$ cat config.mk
export PLATFORM = sky130hd
export DESIGN_NAME = c_comment_stripper_unit_flat
export DESIGN_NICKNAME = d
export VERILOG_FILES = /design/src/rtl/core/ccs_pkg.sv /design/src/rtl/core/ccs_raw_if.sv /design/src/rtl/core/ccs_clean_if.sv /design/src/rtl/core/c_comment_stripper_unit.sv /design/src/flat_wrapper.sv
export SDC_FILE = /design/constraint.sdc
export NUM_CORES = 1
export LEC_CHECK = 0
export BUFFER_PORTS_ARGS = -buffer_cell sky130_fd_sc_hd__buf_2
export CORE_AREA = 2 2 105 107
export DETAILED_ROUTE_END_ITERATION = 6
export DIE_AREA = 0 0 107 109
export PLACE_DENSITY = 0.49
export SYNTH_ARGS = -nofsm -noshare
export SYNTH_HDL_FRONTEND = slang
export SYNTH_SLANG_ARGS = --single-unit
$ cat constraint.sdc
create_clock -name clk -period 2.3 [get_ports clk]
set_clock_uncertainty 0.05 [all_clocks]
set_input_delay 0.345 -clock clk [delete_from_list [all_inputs] [get_ports clk]]
set_output_delay 0.345 -clock clk [all_outputs]
set_load 0.05 [all_outputs]
$ cat src/rtl/core/ccs_pkg.sv
`timescale 1ns / 1ps

package ccs_pkg;

  // character codes with special meaning
  localparam logic [7:0] CH_SPACE = 8'h20;
  localparam logic [7:0] CH_SLASH = 8'h2F;
  localparam logic [7:0] CH_STAR  = 8'h2A;
  localparam logic [7:0] CH_QUOTE = 8'h22;
  localparam logic [7:0] CH_LF    = 8'h0A;
  localparam logic [7:0] CH_CR    = 8'h0D;

  // output queue geometry
  localparam int unsigned QDEPTH = 4;
  localparam int unsigned QPTR_W = $clog2(QDEPTH);
  localparam int unsigned QCNT_W = $clog2(QDEPTH + 1);

  // one filtered word as it waits in the output queue
  typedef struct packed {
    logic [7:0] data;
    logic       last;
  } word_t;

  // parser flags carried from one byte to the next
  typedef struct packed {
    logic in_comment;
    logic line_comment;
    logic saw_slash;
    logic saw_star;
    logic in_quote;
  } flags_t;

endpackage

$ cat src/rtl/core/ccs_raw_if.sv
`timescale 1ns / 1ps

interface ccs_raw_if;
  logic       valid;
  logic       ready;
  logic [7:0] in_byte;
  logic       in_last;

  modport source (output valid, output in_byte, output in_last, input ready);
  modport sink (input valid, input in_byte, input in_last, output ready);
endinterface

$ cat src/rtl/core/ccs_clean_if.sv
`timescale 1ns / 1ps

interface ccs_clean_if;
  logic       valid;
  logic       ready;
  logic [7:0] out_byte;
  logic       out_last;

  modport source (output valid, output out_byte, output out_last, input ready);
  modport sink (input valid, input out_byte, input out_last, output ready);
endinterface

$ cat src/rtl/core/c_comment_stripper_unit.sv
`timescale 1ns / 1ps

// channel  | dir | payload            | meaning
// raw      | in  | in_byte, in_last   | raw text word, last marks end of text
// clean    | out | out_byte, out_last | filtered word, comments blanked to space
//
// One raw word is taken per cycle while raw is ready; the parser flags and
// the held byte update in the same cycle as that word is taken.
// Each word yields 0, 1 or 2 clean words into a 4-entry output queue; raw is
// ready while the queue has room for two words, so a stalled sink fills it.
// The clean words released by a raw word are registered into the queue as that raw word is taken.
// rst (synchronous) empties the queue and clears the flags and held byte.

module c_comment_stripper_unit
  import ccs_pkg::*;
(
  input  logic          clk,
  input  logic          rst,
  ccs_raw_if.sink       raw,
  ccs_clean_if.source   clean
);

  // parser state
  logic [7:0]        held_byte;
  logic              held_valid;
  flags_t            flags;
  flags_t            flags_next;

  // output queue
  word_t             queue [QDEPTH];
  logic [QPTR_W-1:0] wr_ptr;
  logic [QPTR_W-1:0] rd_ptr;
  logic [QCNT_W-1:0] count;

  logic              accept;
  logic              pop;
  logic [7:0]        filt;
  logic              blank_prev;
  logic              nl;
  word_t             push0;
  word_t             push1;
  logic              push0_en;
  logic              push1_en;
  logic [QCNT_W-1:0] push_cnt;

  assign raw.ready   = (count <= QCNT_W'(QDEPTH - 2));
  assign accept      = raw.valid && raw.ready;
  assign clean.valid = (count != '0);
  assign pop         = clean.valid && clean.ready;
  assign clean.out_byte = queue[rd_ptr].data;
  assign clean.out_last = queue[rd_ptr].last;

  // byte classification and flag update
  always_comb begin
    flags_next = flags;
    filt       = raw.in_byte;
    blank_prev = 1'b0;
    nl         = (raw.in_byte == CH_LF) || (raw.in_byte == CH_CR);
    priority if (raw.in_byte == CH_SLASH && !flags.in_quote) begin
      if (!flags.in_comment) begin
        if (flags.saw_slash) begin
          // second slash opens a line comment
          flags_next.saw_slash    = 1'b0;
          flags_next.in_comment   = 1'b1;
          flags_next.line_comment = 1'b1;
          filt       = CH_SPACE;
          blank_prev = 1'b1;
        end else begin
          flags_next.saw_slash = 1'b1;
        end
      end else begin
        filt = CH_SPACE;
        if (!flags.line_comment && flags.saw_star) begin
          flags_next.in_comment = 1'b0;
        end
        flags_next.saw_slash = 1'b0;
      end
      flags_next.saw_star = 1'b0;
    end else if (raw.in_byte == CH_STAR && !flags.in_quote) begin
      if (!flags.in_comment) begin
        if (flags.saw_slash) begin
          // slash star opens a block comment
          flags_next.in_comment   = 1'b1;
          flags_next.line_comment = 1'b0;
          filt       = CH_SPACE;
          blank_prev = 1'b1;
        end else begin
          flags_next.saw_star = 1'b1;
        end
      end else begin
        filt = CH_SPACE;
        flags_next.saw_star = 1'b1;
      end
      flags_next.saw_slash = 1'b0;
    end else if (raw.in_byte == CH_QUOTE) begin
      flags_next.saw_slash = 1'b0;
      flags_next.saw_star  = 1'b0;
      if (!flags.in_comment) begin
        flags_next.in_quote = !flags.in_quote;
      end else begin
        filt = CH_SPACE;
      end
    end else begin
      flags_next.saw_slash = 1'b0;
      flags_next.saw_star  = 1'b0;
      if (nl) begin
        flags_next.in_quote = 1'b0;
      end
      if (flags.in_comment) begin
        if (flags.line_comment && nl) begin
          flags_next.in_comment = 1'b0;
        end else if (!nl) begin
          filt = CH_SPACE;
        end
      end
    end
  end

  // words released by this raw word, packed toward the first slot
  always_comb begin
    push0.data = blank_prev ? CH_SPACE : held_byte;
    push0.last = 1'b0;
    push1.data = filt;
    push1.last = 1'b1;
    push0_en   = 1'b0;
    push1_en   = 1'b0;
    if (accept) begin
      if (held_valid) begin
        push0_en = 1'b1;
        push1_en = raw.in_last;
      end else if (raw.in_last) begin
        push0    = push1;
        push0_en = 1'b1;
      end
    end
    push_cnt = QCNT_W'(push0_en) + QCNT_W'(push1_en);
  end

  // parser state registers
  always_ff @(posedge clk) begin
    if (rst) begin
      held_byte  <= '0;
      held_valid <= 1'b0;
      flags      <= '0;
    end else if (accept) begin
      if (raw.in_last) begin
        held_byte  <= '0;
        held_valid <= 1'b0;
        flags      <= '0;
      end else begin
        held_byte  <= filt;
        held_valid <= 1'b1;
        flags      <= flags_next;
      end
    end
  end

  // output queue storage
  always_ff @(posedge clk) begin
    if (push0_en) begin
      queue[wr_ptr] <= push0;
    end
    if (push1_en) begin
      queue[wr_ptr + QPTR_W'(1)] <= push1;
    end
  end

  // output queue pointers
  always_ff @(posedge clk) begin
    if (rst) begin
      wr_ptr <= '0;
      rd_ptr <= '0;
      count  <= '0;
    end else begin
      wr_ptr <= wr_ptr + QPTR_W'(push_cnt);
      if (pop) begin
        rd_ptr <= rd_ptr + QPTR_W'(1);
      end
      count <= count + push_cnt - QCNT_W'(pop);
    end
  end

endmodule

$ cat src/flat_wrapper.sv
// flat-port wrapper written by rule: the top's interface ports become plain ports
module c_comment_stripper_unit_flat import ccs_pkg::*;
  (clk, rst, raw_valid, raw_in_byte, raw_in_last, raw_ready, clean_valid, clean_out_byte, clean_out_last, clean_ready);
  ccs_raw_if raw_i ();
  ccs_clean_if clean_i ();
  input  logic clk;
  input  logic rst;
  input wire logic [$bits(raw_i.valid)-1:0] raw_valid;
  input wire logic [$bits(raw_i.in_byte)-1:0] raw_in_byte;
  input wire logic [$bits(raw_i.in_last)-1:0] raw_in_last;
  output wire logic [$bits(raw_i.ready)-1:0] raw_ready;
  output wire logic [$bits(clean_i.valid)-1:0] clean_valid;
  output wire logic [$bits(clean_i.out_byte)-1:0] clean_out_byte;
  output wire logic [$bits(clean_i.out_last)-1:0] clean_out_last;
  input wire logic [$bits(clean_i.ready)-1:0] clean_ready;
  assign raw_i.valid = raw_valid;
  assign raw_i.in_byte = raw_in_byte;
  assign raw_i.in_last = raw_in_last;
  assign raw_ready = raw_i.ready;
  assign clean_valid = clean_i.valid;
  assign clean_out_byte = clean_i.out_byte;
  assign clean_out_last = clean_i.out_last;
  assign clean_i.ready = clean_ready;
  c_comment_stripper_unit u_core (.clk(clk), .rst(rst), .raw(raw_i), .clean(clean_i));
endmodule
== Word-level counts from Yosys, hierarchy flattened ==
Memory sizes are Yosys's and may differ from the RTL's. A register that Yosys moved wholly into a read port is not among the register bits.
Cells that the tools add are included.

* Register bits after elaboration: 21
* Bits in writable memories: 36
* Logic and storage cells: 99
* Memories kept: 1

* Add/sub/neg operators: 6
* Magnitude comparators: 1
* Equal/unequal tests: 11
* Muxes and demuxes: 53
* Reduce and logical (&&, ||, !) cells: 17

{| class="wikitable"
|+ Memories
! name !! words !! bits a word !! read ports !! clocked after Yosys merged registers in !! write ports !! RTL line !! RTL
|-
| u_core.queue || 4 || 9 || 1 || 1 || 2 || c_comment_stripper_unit.sv:30 || <nowiki>word_t queue [QDEPTH];</nowiki>
|}

{| class="wikitable"
|+ Operators with widths
! operator !! count
|-
| 8-bit two-way mux || 11
|-
| 1-bit two-way mux || 31
|-
| 9-bit two-way mux || 3
|-
| 8-bit by 6-bit equality test with 1-bit output (second input constant) || 3
|-
| 8-bit by 4-bit equality test with 1-bit output (second input constant) || 2
|-
| 2-bit two-way mux || 6
|-
| 3-bit nonzero test || 3
|-
| 1-bit logical AND || 6
|-
| 2-bit != test (second input constant) || 3
|-
| 5-bit two-way mux || 1
|-
| 5-bit by 4-bit != test with 1-bit output (second input constant) || 1
|-
| 5-bit AND reduction || 1
|-
| 2-bit by 1-bit adder with 2-bit output (second input constant) || 2
|-
| 4-bit two-way mux || 1
|-
| 4-bit by 2-bit != test with 1-bit output (second input constant) || 1
|-
| 2-bit AND reduction || 2
|-
| 4-bit AND reduction || 1
|-
| 3-bit adder || 1
|-
| 3-bit by 2-bit less-or-equal comparator with 1-bit output (second input constant) || 1
|-
| 3-bit != test (second input constant) || 1
|-
| 3-bit by 1-bit subtractor with 3-bit output || 1
|-
| 1-bit by 1-bit adder with 2-bit output || 1
|-
| 2-bit adder || 1
|-
| 1-bit zero test || 2
|-
| 2 further kinds || 2
|}

== Longest topological paths before layout ==
Gate-level depths: netlist of run 1.

* Depth in word-level cells: 11
* Mapped depth: 10
* Mapped depth without buffers: 10

== Worst setup path before layout of run 1 ==
OpenSTA, ideal clock, no wires.

* Path type: register to register
* Start point: register u_core.count[0]
* End point: register u_core.count[2]
* Arrival: 2607 ps
* Data required time: 2122 ps
* Setup slack: -485 ps
* Stages on the path, launching flop included: 11
* Buffers on the path: 0
* Period minus slack after synthesis: 2785 ps
* Path through: dfxtp_1 a21oi_4 nand2_1 nor2_1 ha_1 inv_1 ha_1 fa_1 xnor2_1 xnor2_1 nor2_1

* Cells in the longest elaborated chain, start to end: 6
* Elaborated cells on any way between the ends: 9
* Those cells by class: 3 x add/sub; 1 x order compare; 2 x mux; 3 x reduce/logical

{| class="wikitable"
|+ Ends and longest elaborated chain
! item !! RTL line !! RTL
|-
| start, declared || c_comment_stripper_unit.sv:33 || <nowiki>logic [QCNT_W-1:0] count;</nowiki>
|-
| start signal, assigned || c_comment_stripper_unit.sv:179 || <nowiki>count <= count + push_cnt - QCNT_W'(pop);</nowiki>
|-
| 3-bit by 2-bit less-or-equal comparator with 1-bit output * || c_comment_stripper_unit.sv:46 || <nowiki>assign raw.ready = (count <= QCNT_W'(QDEPTH - 2));</nowiki>
|-
| named net raw_ready || flat_wrapper.sv:11 || <nowiki>output wire logic [$bits(raw_i.ready)-1:0] raw_ready;</nowiki>
|-
| 1-bit logical AND * || c_comment_stripper_unit.sv:47 || <nowiki>assign accept = raw.valid && raw.ready;</nowiki>
|-
| 1-bit two-way mux || c_comment_stripper_unit.sv:127 || <nowiki>if (accept) begin</nowiki>
|-
| 1-bit by 1-bit adder with 2-bit output * || c_comment_stripper_unit.sv:136 || <nowiki>push_cnt = QCNT_W'(push0_en) + QCNT_W'(push1_en);</nowiki>
|-
| 3-bit adder * || c_comment_stripper_unit.sv:179 ||
|-
| 3-bit by 1-bit subtractor with 3-bit output * || c_comment_stripper_unit.sv:179 ||
|}

Mark *: on every way through the listed nets, which the timed path passes. The rest lies on a longest branch.
A chain may end at the register's enable or synchronous reset.

== Final worst setup path of run 1 ==
* Start point: register u_core.count[1]
* End point: register u_core.count[2]

* Elaborated cells on any way between the ends: 9
* Those cells by class: 3 x add/sub; 1 x order compare; 2 x mux; 3 x reduce/logical

{| class="wikitable"
|+ RTL lines
! item !! RTL line !! RTL
|-
| 3-bit nonzero test || c_comment_stripper_unit.sv:48 || <nowiki>assign clean.valid = (count != '0);</nowiki>
|-
| 1-bit logical AND || c_comment_stripper_unit.sv:49 || <nowiki>assign pop = clean.valid && clean.ready;</nowiki>
|-
| named net u_core.pop || c_comment_stripper_unit.sv:36 || <nowiki>logic pop;</nowiki>
|-
| 3-bit by 1-bit subtractor with 3-bit output || c_comment_stripper_unit.sv:179 ||
|}

The timed path passes the listed nets, and every way through them passes these cells.

==> results.sh, run 1 <==
export IMPL_ys_warn_count=0
export IMPL_crit_required_ns=2.49
export IMPL_die_area_um2=11660
export IMPL_vias_per_cell=4.990
export IMPL_root_buffer="clkbuf_8"
export IMPL_ys_seq_area_share_pct=48.60
export IMPL_synth_edf_count=32
export IMPL_min_period_ns=2.217
export IMPL_clock_path_buffers=2
export IMPL_place_inst=453
export IMPL_final_util_pct=36.87
export IMPL_num_io_pins=24
export IMPL_die_w_um=107
export IMPL_fin_ws_ns=0.08339
export IMPL_core_area_um2=10600
export IMPL_antenna_found_initial=0
export IMPL_finalNetCount=356
export IMPL_die_h_um=109
export IMPL_drive_above_1_share_pct=35.38
export IMPL_ir_drop_v=0.0004267
export IMPL_ant_nets=0
export IMPL_synth_seq_cells=59
export IMPL_syn2layout_area_growth_pct=26.53
export IMPL_synth_xor_area_share_pct=2.268
export IMPL_crit_chain="or3_4 -> and2_4 -> ha_4 -> inv_2 -> ha_4 -> inv_2 -> fa_2 -> xnor2_2 -> xnor2_1 -> nor2_1"
export IMPL_multi_input_area_um2=1604
export IMPL_grt_overflow=0
export IMPL_drc_errors=0
export IMPL_slew_viol_final=0
export IMPL_crit_type="reg -> reg"
export IMPL_drv_cap=0
export IMPL_slew_headroom_pct=69.31
export IMPL_synth_area_per_cell_um2=10.88
export IMPL_initial_utilization_pct=29.14
export IMPL_drt_first_pass_iters=4
export IMPL_ys_async_sr_fraction_pct=0
export IMPL_grt_pass1_wl_mm=12.70
export IMPL_finalInstanceArea_um2=3909
export IMPL_final_cells=482
export IMPL_cp_arrival_ns=2.41
export IMPL_top_layer_used="met4"
export IMPL_cts_max_level=3
export IMPL_wl_met3_um=325
export IMPL_tns_ns=0
export IMPL_wirelength_mm=7.678
export IMPL_leakage_nw=1.405
export IMPL_cts_tree="built"
export IMPL_tightestPinTransition_ns=0.4597
export IMPL_crit_family="adder cells"
export IMPL_fmax_mhz=451.1
export IMPL_rsz0062_at_grt="yes"
export IMPL_netlist_area_um2=3089
export IMPL_fillers=1054
export IMPL_path_clk_slew_ns=0.07
export IMPL_pre_cts_ws_ns=-0.04508
export IMPL_grt_max_degree=18
export IMPL_drtIter0Drc=154
export IMPL_grt_use_total_pct=14.49
export IMPL_fin_crit_sh_pct=96.37
export IMPL_post_drt_wl_per_cell_um=15.93
export IMPL_max_stage_delay_ns=0.39
export IMPL_crit_slowest_cell="fa_2"
export IMPL_end_kind="flip-flop"
export IMPL_clkLatencyLatePin_ns=0.36
export IMPL_synth_fa_ha_area_share_pct=2.673
export IMPL_regArea_um2=1504
export IMPL_clock_sinks=59
export IMPL_synthFlopType="edfxtp_1"
export IMPL_yosysTopAreaCellShare_pct=31.11
export IMPL_cp_start_kind="flip-flop"
export IMPL_met2_length_mm=3.666
export IMPL_met1_length_mm=3.601
export IMPL_min_path_type="in -> reg"
export IMPL_finalSetupViolations=0
export IMPL_critPathMaxFanout=2
export IMPL_power_density_nw_per_um2=995.1
export IMPL_numCtsBuffers=9
export IMPL_dpl_hpwl_mm=5.568
export IMPL_synth_cells=284
export IMPL_synthDistinctLibCells=57
export IMPL_num_antenna_cells=0
export IMPL_port_buffers=23
export IMPL_post_dp_cell_area_um2=3520
export IMPL_gp_congestion=0.7805
export IMPL_synth_compound_area_share_pct=19.28
export IMPL_vias=2405
export IMPL_post_synth_top_area_cell="edfxtp_1"
export IMPL_grt_pass1_vias=2353
export IMPL_cp_num_buf_inv=2
export IMPL_yosys_top_cells_area="edfxtp_1 31%, dfxtp_1 17%, o2bb2ai_1 6.8%, mux4_2 6.6%, nor2_1 3.5%"
export IMPL_finalHoldViolations=0
export IMPL_outcome="completed"
export IMPL_syn_num_nets=303
export IMPL_synth_mux_area_share_pct=6.885
export IMPL_rows=38
export IMPL_synth_top_family_by_area="compound AO/OA/AOI/OAI gates"
export IMPL_synthSimpleGateAreaFrac_pct=16.77
-- routing by layer --
layer | vias up | GRT usage, %
met5 | - | 0
met4 | 0 | 5.288
met3 | 7 | 4.304
met2 | 47 | 22.43
met1 | 1159 | 19.25
li1 | 1192 | -
-- state kept, by name, summed over array words and instances (netlist names), named ones only --
signal             count
u_core.held_valid      1
u_core.queue          36
u_core.held_byte       8
u_core.wr_ptr          2
u_core.count           3
u_core.rd_ptr          2
u_core.flags           5
-- cell families after synthesis --
logic type               after synthesis
AND/OR/NAND/NOR                       98
adder cells (fa/ha/maj)                6
multiplexers                          10
XOR/XNOR                               8
AO/OA/AOI/OAI                         76
flip-flops                            59
buffers and inverters                 27
-- cell usage in the layout, fill, tap and decap left out, drive strengths merged, types with 9 or more instances in the layout --
cell	count
a21oi	9
buf	57
clkbuf	10
dfxtp	27
edfxtp	32
inv	11
mux4	9
nand2	21
nand3	10
nor2	33
o21ai	13
o2bb2ai	24
-- path summary, 6_finish.rpt --
path	start	endpoint	slack, ns	cells after the start
max	u_core.count[1]	u_core.count[2]	0.08	10
min	rst	u_core.held_byte[4]	0.21	2
max reg2reg	u_core.count[1]	u_core.count[2]	0.08	10
min reg2reg	u_core.flags[3]	u_core.flags[3]	0.45	2
-- worst reg2reg max path, delay by kind of cell (launching register included) --
kind | cells | cell delay [ns]
adders and majority gates | 3 | 0.74
buffers and inverters | 2 | 0.09
DFF | 1 | 0.34
xor gates and xnor gates | 2 | 0.31
and+or+nand+nor | 3 | 0.58
-- stage by stage --
step                      hold WS [ns]  power, W
after floorplan                 0.4129  0.002460
after global placement          0.4363  0.002831
after detailed placement        0.4397  0.002855
after CTS                       0.2053  0.003850
after global routing            0.2154  0.004138
final                           0.2078  0.003890
-- synth_stat cells, types with 3 or more instances --
master and instances:
a21oi_1 8, a22o_2 4, a31oi_1 5, a41oi_1 3
buf_2 3, clkbuf_1 9, dfxtp_1 27, edfxtp_1 32
ha_1 5, inv_1 11, mux4_2 9, nand2_1 21
nand2b_1 4, nand3_1 9, nor2_1 29, nor2_2 4
nor2b_1 6, nor4_1 3, o21ai_0 13, o2bb2ai_1 24
or2_2 3, xnor2_1 5, xor2_1 3
-- where the power goes --
part           internal [W]  switching (W)  total [W]
registers           0.00126       0.000117    0.00138
logic              0.000649       0.000930    0.00158
clock network      0.000499       0.000431   0.000930
-- what timing repair did --
| item | CTS | global route |
|---|---|---|
| hold buffers | 0 | 0 |
| pin swaps | 5 | 10 |
| buffers inserted | 14 | 1 |
| gates resized for setup | 2 | 19 |
| endpoints found under the setup margin | 1 | 38 |
-- area by class of cell --
cell class	count	area share (%)
timing repair buffer	57	9.891
tap	140	4.481
sequential	59	38.48
clock buffer	10	3.265
inverter	12	1.152
multi-input combinational	198	41.04
clock inverter	6	1.697
(Power assumes the default switching activity.)
==> run 2: changes to the inputs <==
--- a/config.mk
+++ b/config.mk
@@ -5,10 +5,11 @@
 export SDC_FILE = /design/constraint.sdc
 export NUM_CORES = 1
 export LEC_CHECK = 0
+export ABC_AREA = 1
 export BUFFER_PORTS_ARGS = -buffer_cell sky130_fd_sc_hd__buf_2
-export CORE_AREA = 2 2 105 107
+export CORE_AREA = 2 2 107 109
 export DETAILED_ROUTE_END_ITERATION = 6
-export DIE_AREA = 0 0 107 109
+export DIE_AREA = 0 0 109 111
 export PLACE_DENSITY = 0.49
 export SYNTH_ARGS = -nofsm -noshare
 export SYNTH_HDL_FRONTEND = slang
==> run 2 against run 1 <==
Sequential cell count did not move. Critical endpoint unchanged. Clock-buffer cell count rose by 2. Global-route usage rose by 0.58 points. Synthesized area rose by 4.1%. Non-clock buffer count fell by 29.
==> results.sh, run 2 <==
export IMPL_outcome="completed"
export IMPL_ys_async_sr_fraction_pct=0
export IMPL_ir_drop_v=0.0004997
export IMPL_grt_overflow=0
export IMPL_post_cts_resized=0
export IMPL_power_frac_comb_pct=35.4
export IMPL_port_buffers=23
export IMPL_min_period_ns=2.112
export IMPL_synth_cells=426
export IMPL_die_w_um=109
export IMPL_internal_power_w=0.002367
export IMPL_rr_startpoint="u_core.count[1]"
export IMPL_grt_max_degree=25
export IMPL_finalInstanceArea_um2=3759
export IMPL_leakage_nw=1.751
export IMPL_num_antenna_cells=0
export IMPL_final_util_pct=33.93
export IMPL_finalNetCount=473
export IMPL_tightestPinTransition_ns=0.5876
export IMPL_vias=2768
export IMPL_rows=39
export IMPL_path_clk_slew_ns=0.05
export IMPL_gp_congestion=0.8703
export IMPL_numCtsBuffers=9
export IMPL_die_area_um2=12100
export IMPL_yosysTopAreaCellShare_pct=29.89
export IMPL_num_io_pins=24
export IMPL_post_drt_wl_per_cell_um=13.73
export IMPL_cts_tree="built"
export IMPL_ant_nets=0
export IMPL_post_synth_top_area_cell="edfxtp_1"
export IMPL_top_register="u_core.queue"
export IMPL_synth_seq_cells=59
export IMPL_crit_slowest_cell="fa_2"
export IMPL_rsz0062_at_grt="no"
export IMPL_die_h_um=111
export IMPL_p_sw_w=0.001540
export IMPL_end_kind="flip-flop"
export IMPL_fillers=1180
export IMPL_clkLatencyLatePin_ns=0.33
export IMPL_crit_chain="nand2_1 -> inv_2 -> nor2_4 -> nand2_4 -> nor2_4 -> nand2_2 -> inv_2 -> ha_4 -> inv_1 -> ha_4 -> fa_2 -> xor2_1 -> inv_1 -> nor2_1"
export IMPL_ys_warn_count=0
export IMPL_synth_common_cells="142 x nand2_1, 41 x nand3_1, 41 x nor2_1"
export IMPL_post_dp_cell_area_um2=3505
export IMPL_synth_edf_count=32
export IMPL_netlist_area_um2=3214
export IMPL_crit_type="reg -> reg"
export IMPL_syn2layout_area_growth_pct=16.93
export IMPL_r2r_cells=14
export IMPL_critical_path_startpoint="u_core.count[1]"
export IMPL_top_regs="u_core.queue (36), u_core.held_byte (8), u_core.flags (5)"
export IMPL_grt_pass1_wl_mm=13.69
export IMPL_cp_arrival_ns=2.27
export IMPL_crit_path_end="u_core.count[2]"
export IMPL_cp_start_kind="flip-flop"
export IMPL_total_power_w=0.003907
export IMPL_critPathMaxFanout=4
export IMPL_crit_required_ns=2.46
export IMPL_ys_seq_area_share_pct=46.71
export IMPL_synth_area_per_cell_um2=7.545
export IMPL_clock_sinks=59
export IMPL_power_density_nw_per_um2=1040
export IMPL_finalSetupViolations=0
export IMPL_min_path_type="in -> reg"
export IMPL_regArea_um2=1501
export IMPL_vias_per_cell=4.598
export IMPL_post_cts_setup_buffer_count=0
export IMPL_multi_input_area_um2=1495
export IMPL_ff2ff_setup_slack_ns=0.19
export IMPL_slew_headroom_pct=60.78
export IMPL_postCtsHoldBufs=0
export IMPL_clock_path_buffers=2
export IMPL_yosysMostFrequentCell="nand2_1"
export IMPL_largest_reg_flops=36
export IMPL_tns_ns=0
export IMPL_antenna_found_initial=0
export IMPL_synthFlopType="edfxtp_1"
export IMPL_p_sw_share_pct=39.41
export IMPL_final_common_cell="nand2_1"
export IMPL_grt_use_total_pct=15.07
export IMPL_drc_errors=0
export IMPL_wirelength_mm=8.265
export IMPL_clock_power_share_pct=29.5
export IMPL_pwr_share_seq_pct=35.1
export IMPL_drive_above_1_share_pct=14.81
export IMPL_root_buffer="clkbuf_16"
export IMPL_fmax_mhz=473.5
export IMPL_core_area_um2=11080
export IMPL_drt_first_pass_iters=4
export IMPL_max_stage_delay_ns=0.33
export IMPL_drv_cap=0
export IMPL_fin_crit_sh_pct=91.82
export IMPL_grt_pass1_vias=2665
export IMPL_layout_common_cells="141 x nand2_1, 41 x nor2_1, 41 x nand3_1"
export IMPL_drtIter0Drc=153
export IMPL_slew_viol_final=0
export IMPL_hold_ws_ns=0.2759
export IMPL_rr_endpoint="u_core.count[2]"
export IMPL_dpl_hpwl_mm=6.059
export IMPL_yosys_top_cells_area="edfxtp_1 30%, dfxtp_1 17%, nand2_1 17%, nand3_1 6.4%, nor2_1 4.8%"
export IMPL_cts_max_level=3
export IMPL_finalHoldViolations=0
export IMPL_initial_utilization_pct=29.02
export IMPL_syn_num_nets=445
export IMPL_synthDistinctLibCells=28
==> run 2: logic make-up after synthesis <==
family	count (synthesis)	synth area share [%]
compound gates	55	9.342
xor+xnor	3	0.8176
fa+ha+maj	6	2.569
buf+inv	58	7.863
flops	59	46.71
simple gates	245	32.70
==> run 2: metal layers <==
layer	wire length, µm	vias to the layer above	GRT usage [%]
met5	0	-	0
met4	150	0	5.812
met3	392	9	4.292
met2	3870	52	23.98
met1	3852	1262	19.15
li1	-	1445	-
==> run 2: area by class of cell <==
type                            instances  area share, %
Tap cell                              143          4.760
Clock inverter                          4         0.4660
Timing Repair Buffer                   28          4.061
Inverter                               47          4.694
Sequential cell                        59          39.95
Multi-Input combinational cell        309          39.78
Clock buffer                           12          6.292
==> run 2: worst max-delay path, delay by kind of cell, from the launching register on <==
family,cells,cell delay (ns)
XOR/XNOR,1,0.16
adder cells (fa/ha/maj),3,0.67
buffers and inverters,4,0.26
flip-flops,1,0.32
AND/OR/NAND/NOR,6,0.52
==> run 2: worst min path at each step <==
| stage | start | end | slack [ns] | depth (start not counted) |
|---|---|---|---|---|
| floorplan | rst | u_core.flags[2] | 0.36 | 1 |
| global placement | u_core.held_byte[6] | u_core.held_byte[6] | 0.40 | 2 |
| detailed placement | u_core.held_byte[6] | u_core.held_byte[6] | 0.40 | 2 |
| CTS | raw_valid | u_core.held_valid | 0.27 | 3 |
| global route | raw_valid | u_core.held_valid | 0.28 | 3 |
| finish | raw_valid | u_core.held_valid | 0.28 | 3 |
==> run 2: power by group through the flow <==
stage               combinational [W]  clock (W)  sequential [W]
floorplan                     0.00109          0         0.00135
global placement              0.00139          0         0.00139
detailed placement            0.00140          0         0.00139
CTS                           0.00141    0.00118         0.00137
global route                  0.00156    0.00122         0.00139
finish                        0.00138    0.00115         0.00137
==> run 2: through the flow <==
step / worst slack [ns] / std cells
3_5_place_dp: 0.1424 / 586
6_report: 0.1882 / 602
3_3_place_gp: 0.1959 / 586
2_1_floorplan: 0.02424 / 426
5_1_grt: 0.03130 / 602
4_1_cts: 0.1595 / 602
==> run 3: changes to the inputs <==
--- a/config.mk
+++ b/config.mk
@@ -5,12 +5,11 @@
 export SDC_FILE = /design/constraint.sdc
 export NUM_CORES = 1
 export LEC_CHECK = 0
-export ABC_AREA = 1
 export BUFFER_PORTS_ARGS = -buffer_cell sky130_fd_sc_hd__buf_2
-export CORE_AREA = 2 2 107 109
+export CORE_AREA = 2 2 79 81
 export DETAILED_ROUTE_END_ITERATION = 6
-export DIE_AREA = 0 0 109 111
-export PLACE_DENSITY = 0.49
+export DIE_AREA = 0 0 81 83
+export PLACE_DENSITY = 0.77
 export SYNTH_ARGS = -nofsm -noshare
 export SYNTH_HDL_FRONTEND = slang
 export SYNTH_SLANG_ARGS = --single-unit
==> run 3 against run 2 <==
Hold slack better by 0.032 ns. Combinational power up 7%. Setup slack got worse by 0.13 ns. Core utilization is 29 points higher. Wire length is 17% lower. Via count fell by 13%. Critical path depth fell by 4. Critical path type unchanged.
==> results.sh, run 3 (same netlist as run 1, synthesis figures left out) <==
export IMPL_dpl_hpwl_mm=4.898
export IMPL_drt_first_pass_iters=5
export IMPL_min_path_type="in -> reg"
export IMPL_total_power_w=0.003887
export IMPL_pwr_share_seq_pct=35.3
export IMPL_fin_crit_sh_pct=97.31
export IMPL_die_w_um=81
export IMPL_hp_start="rst"
export IMPL_finalHoldViolations=0
export IMPL_grt_busiest_layer="met2"
export IMPL_core_area_um2=5816
export IMPL_critPathMaxFanout=3
export IMPL_drv_cap=0
export IMPL_cts_tree="built"
export IMPL_vias=2397
export IMPL_slew_viol_final=0
export IMPL_regArea_um2=1508
export IMPL_crit_required_ns=2.47
export IMPL_antenna_found_initial=0
export IMPL_rows=28
export IMPL_postCtsHoldBufs=0
export IMPL_cts_max_level=3
export IMPL_multi_input_area_um2=1549
export IMPL_grt_overflow=0
export IMPL_num_antenna_cells=0
export IMPL_wirelength_mm=6.873
export IMPL_ant_nets=0
export IMPL_post_drt_wl_per_cell_um=17.05
export IMPL_ff2ff_setup_slack_ns=0.06
export IMPL_grt_max_degree=22
export IMPL_rr_startpoint="u_core.count[0]"
export IMPL_fmax_mhz=446.8
export IMPL_drive_above_1_share_pct=30.79
export IMPL_p_sw_share_pct=37.03
export IMPL_top_regs="u_core.queue (36), u_core.held_byte (8), u_core.flags (5)"
export IMPL_drc_errors=0
export IMPL_cp_start_kind="flip-flop"
export IMPL_end_kind="flip-flop"
export IMPL_gp_congestion=0.8713
export IMPL_met3_usage_pct=5.000
export IMPL_clock_path_buffers=2
export IMPL_final_common_cell="edfxtp_1"
export IMPL_outcome="completed"
export IMPL_die_h_um=83
export IMPL_port_buffers=23
export IMPL_largest_reg_flops=36
export IMPL_initial_utilization_pct=53.12
export IMPL_whs_path_depth=2
export IMPL_leakage_nw=1.333
export IMPL_layout_common_cells="32 x edfxtp_1, 28 x nor2_1, 24 x o2bb2ai_1, 24 x dfxtp_1, 23 x buf_2"
export IMPL_grt_pass1_vias=2285
export IMPL_syn2layout_area_growth_pct=19.04
export IMPL_rr_endpoint="u_core.count[2]"
export IMPL_tns_ns=0
export IMPL_clock_sinks=59
export IMPL_hold_path_end="u_core.flags[2]"
export IMPL_path_clk_slew_ns=0.07
export IMPL_numCtsBuffers=9
export IMPL_root_buffer="clkbuf_8"
export IMPL_fillers=486
export IMPL_internal_power_w=0.002448
export IMPL_critical_path_startpoint="u_core.count[0]"
export IMPL_num_io_pins=24
export IMPL_clkLatencyLatePin_ns=0.34
export IMPL_min_period_ns=2.238
export IMPL_cp_arrival_ns=2.41
export IMPL_vias_per_cell=5.948
export IMPL_p_sw_w=0.001439
export IMPL_use_met2_pct=33.21
export IMPL_finalSetupViolations=0
export IMPL_clock_power_share_pct=26.6
export IMPL_top_register="u_core.queue"
export IMPL_power_frac_comb_pct=38.1
export IMPL_grt_pass1_wl_mm=11.30
export IMPL_power_density_nw_per_um2=1057
export IMPL_grt_use_total_pct=22.07
export IMPL_tightestPinTransition_ns=0.8345
export IMPL_finalNetCount=342
export IMPL_drtIter0Drc=212
export IMPL_use_met1_pct=30.30
export IMPL_ir_drop_v=0.0008194
export IMPL_slew_headroom_pct=43.99
export IMPL_r2r_cells=10
export IMPL_die_area_um2=6723
export IMPL_crit_type="reg -> reg"
run 3: cell types whose count changed in the layout (fill, tap and decap cells not counted), sizes merged, moves of 5 or more:
cell / change
nand3: -31
nand2: -126
buf: +15
a31oi: +5
o21ai: -10
nor2b: +7
o2bb2ai: +24
inv: -35
nor2: -20
a21oi: -10
mux4: +9
o22ai: -7
run 3: worst max path at each step:
stage | cells past startpoint | to | slack (ns)
after floorplan | 10 | u_core.count[2] | -0.22
after global placement | 10 | u_core.count[2] | -0.001
after detailed placement | 10 | u_core.count[2] | -0.06
after CTS | 10 | u_core.count[2] | 0.002
after global routing | 10 | u_core.count[2] | -0.0003
final | 10 | u_core.count[2] | 0.06
run 3: area by class of cell:
class,instances,area share (%)
timing repair buffer,43,7.213
clock inverter,7,2.518
sequential,59,41.00
multi-input combinational,198,42.12
tap,75,2.552
inverter,12,1.225
clock buffer,9,3.368
run 3: stage by stage:
stage                     hold slack (ns)  instance area, µm²  util, %  cells  setup WS, ns
after floorplan                    0.4129                3123        -    284       -0.2156
after global placement             0.4309                3396    58.39    384     -0.001358
after detailed placement           0.4356                3396    58.39    384      -0.06333
after CTS                          0.2912                3613    62.13    400      0.002351
after global routing               0.3165                3677    63.23    403    -0.0003457
final                              0.3075                3677    63.23    403       0.06182
run 3: power by group through the flow:
stage	clock (W)	combinational (W)	sequential, W
floorplan	0	0.00111	0.00135
global placement	0	0.00139	0.00137
detailed placement	0	0.00142	0.00138
CTS	0.00105	0.00143	0.00136
global route	0.00109	0.00160	0.00138
finish	0.00103	0.00148	0.00137
run 3: timing repair:
| item | CTS | global route |
|---|---|---|
| pin swaps | 3 | 8 |
| buffers inserted | 0 | 3 |
| resized for setup | 2 | 10 |
| cloned | 0 | 0 |
| endpoints found under the setup margin | 9 | 1 |
run 3: worst max-delay path, stage by stage, from the launching register on:
cell and delay, ns:
dfxtp_4 0.36, or3_4 0.38, and2_4 0.15, ha_4 0.21, inv_2 0.06, ha_4 0.12
inv_2 0.03, fa_2 0.39, xnor2_2 0.17, xnor2_1 0.13, nor2_1 0.06
run 3: layer usage:
metal | part of all wire, % | vias to the layer above
met5 | 0 | -
met4 | 1.6 | 0
met3 | 5.3 | 7
met2 | 48 | 86
met1 | 45 | 1148
li1 | - | 1156
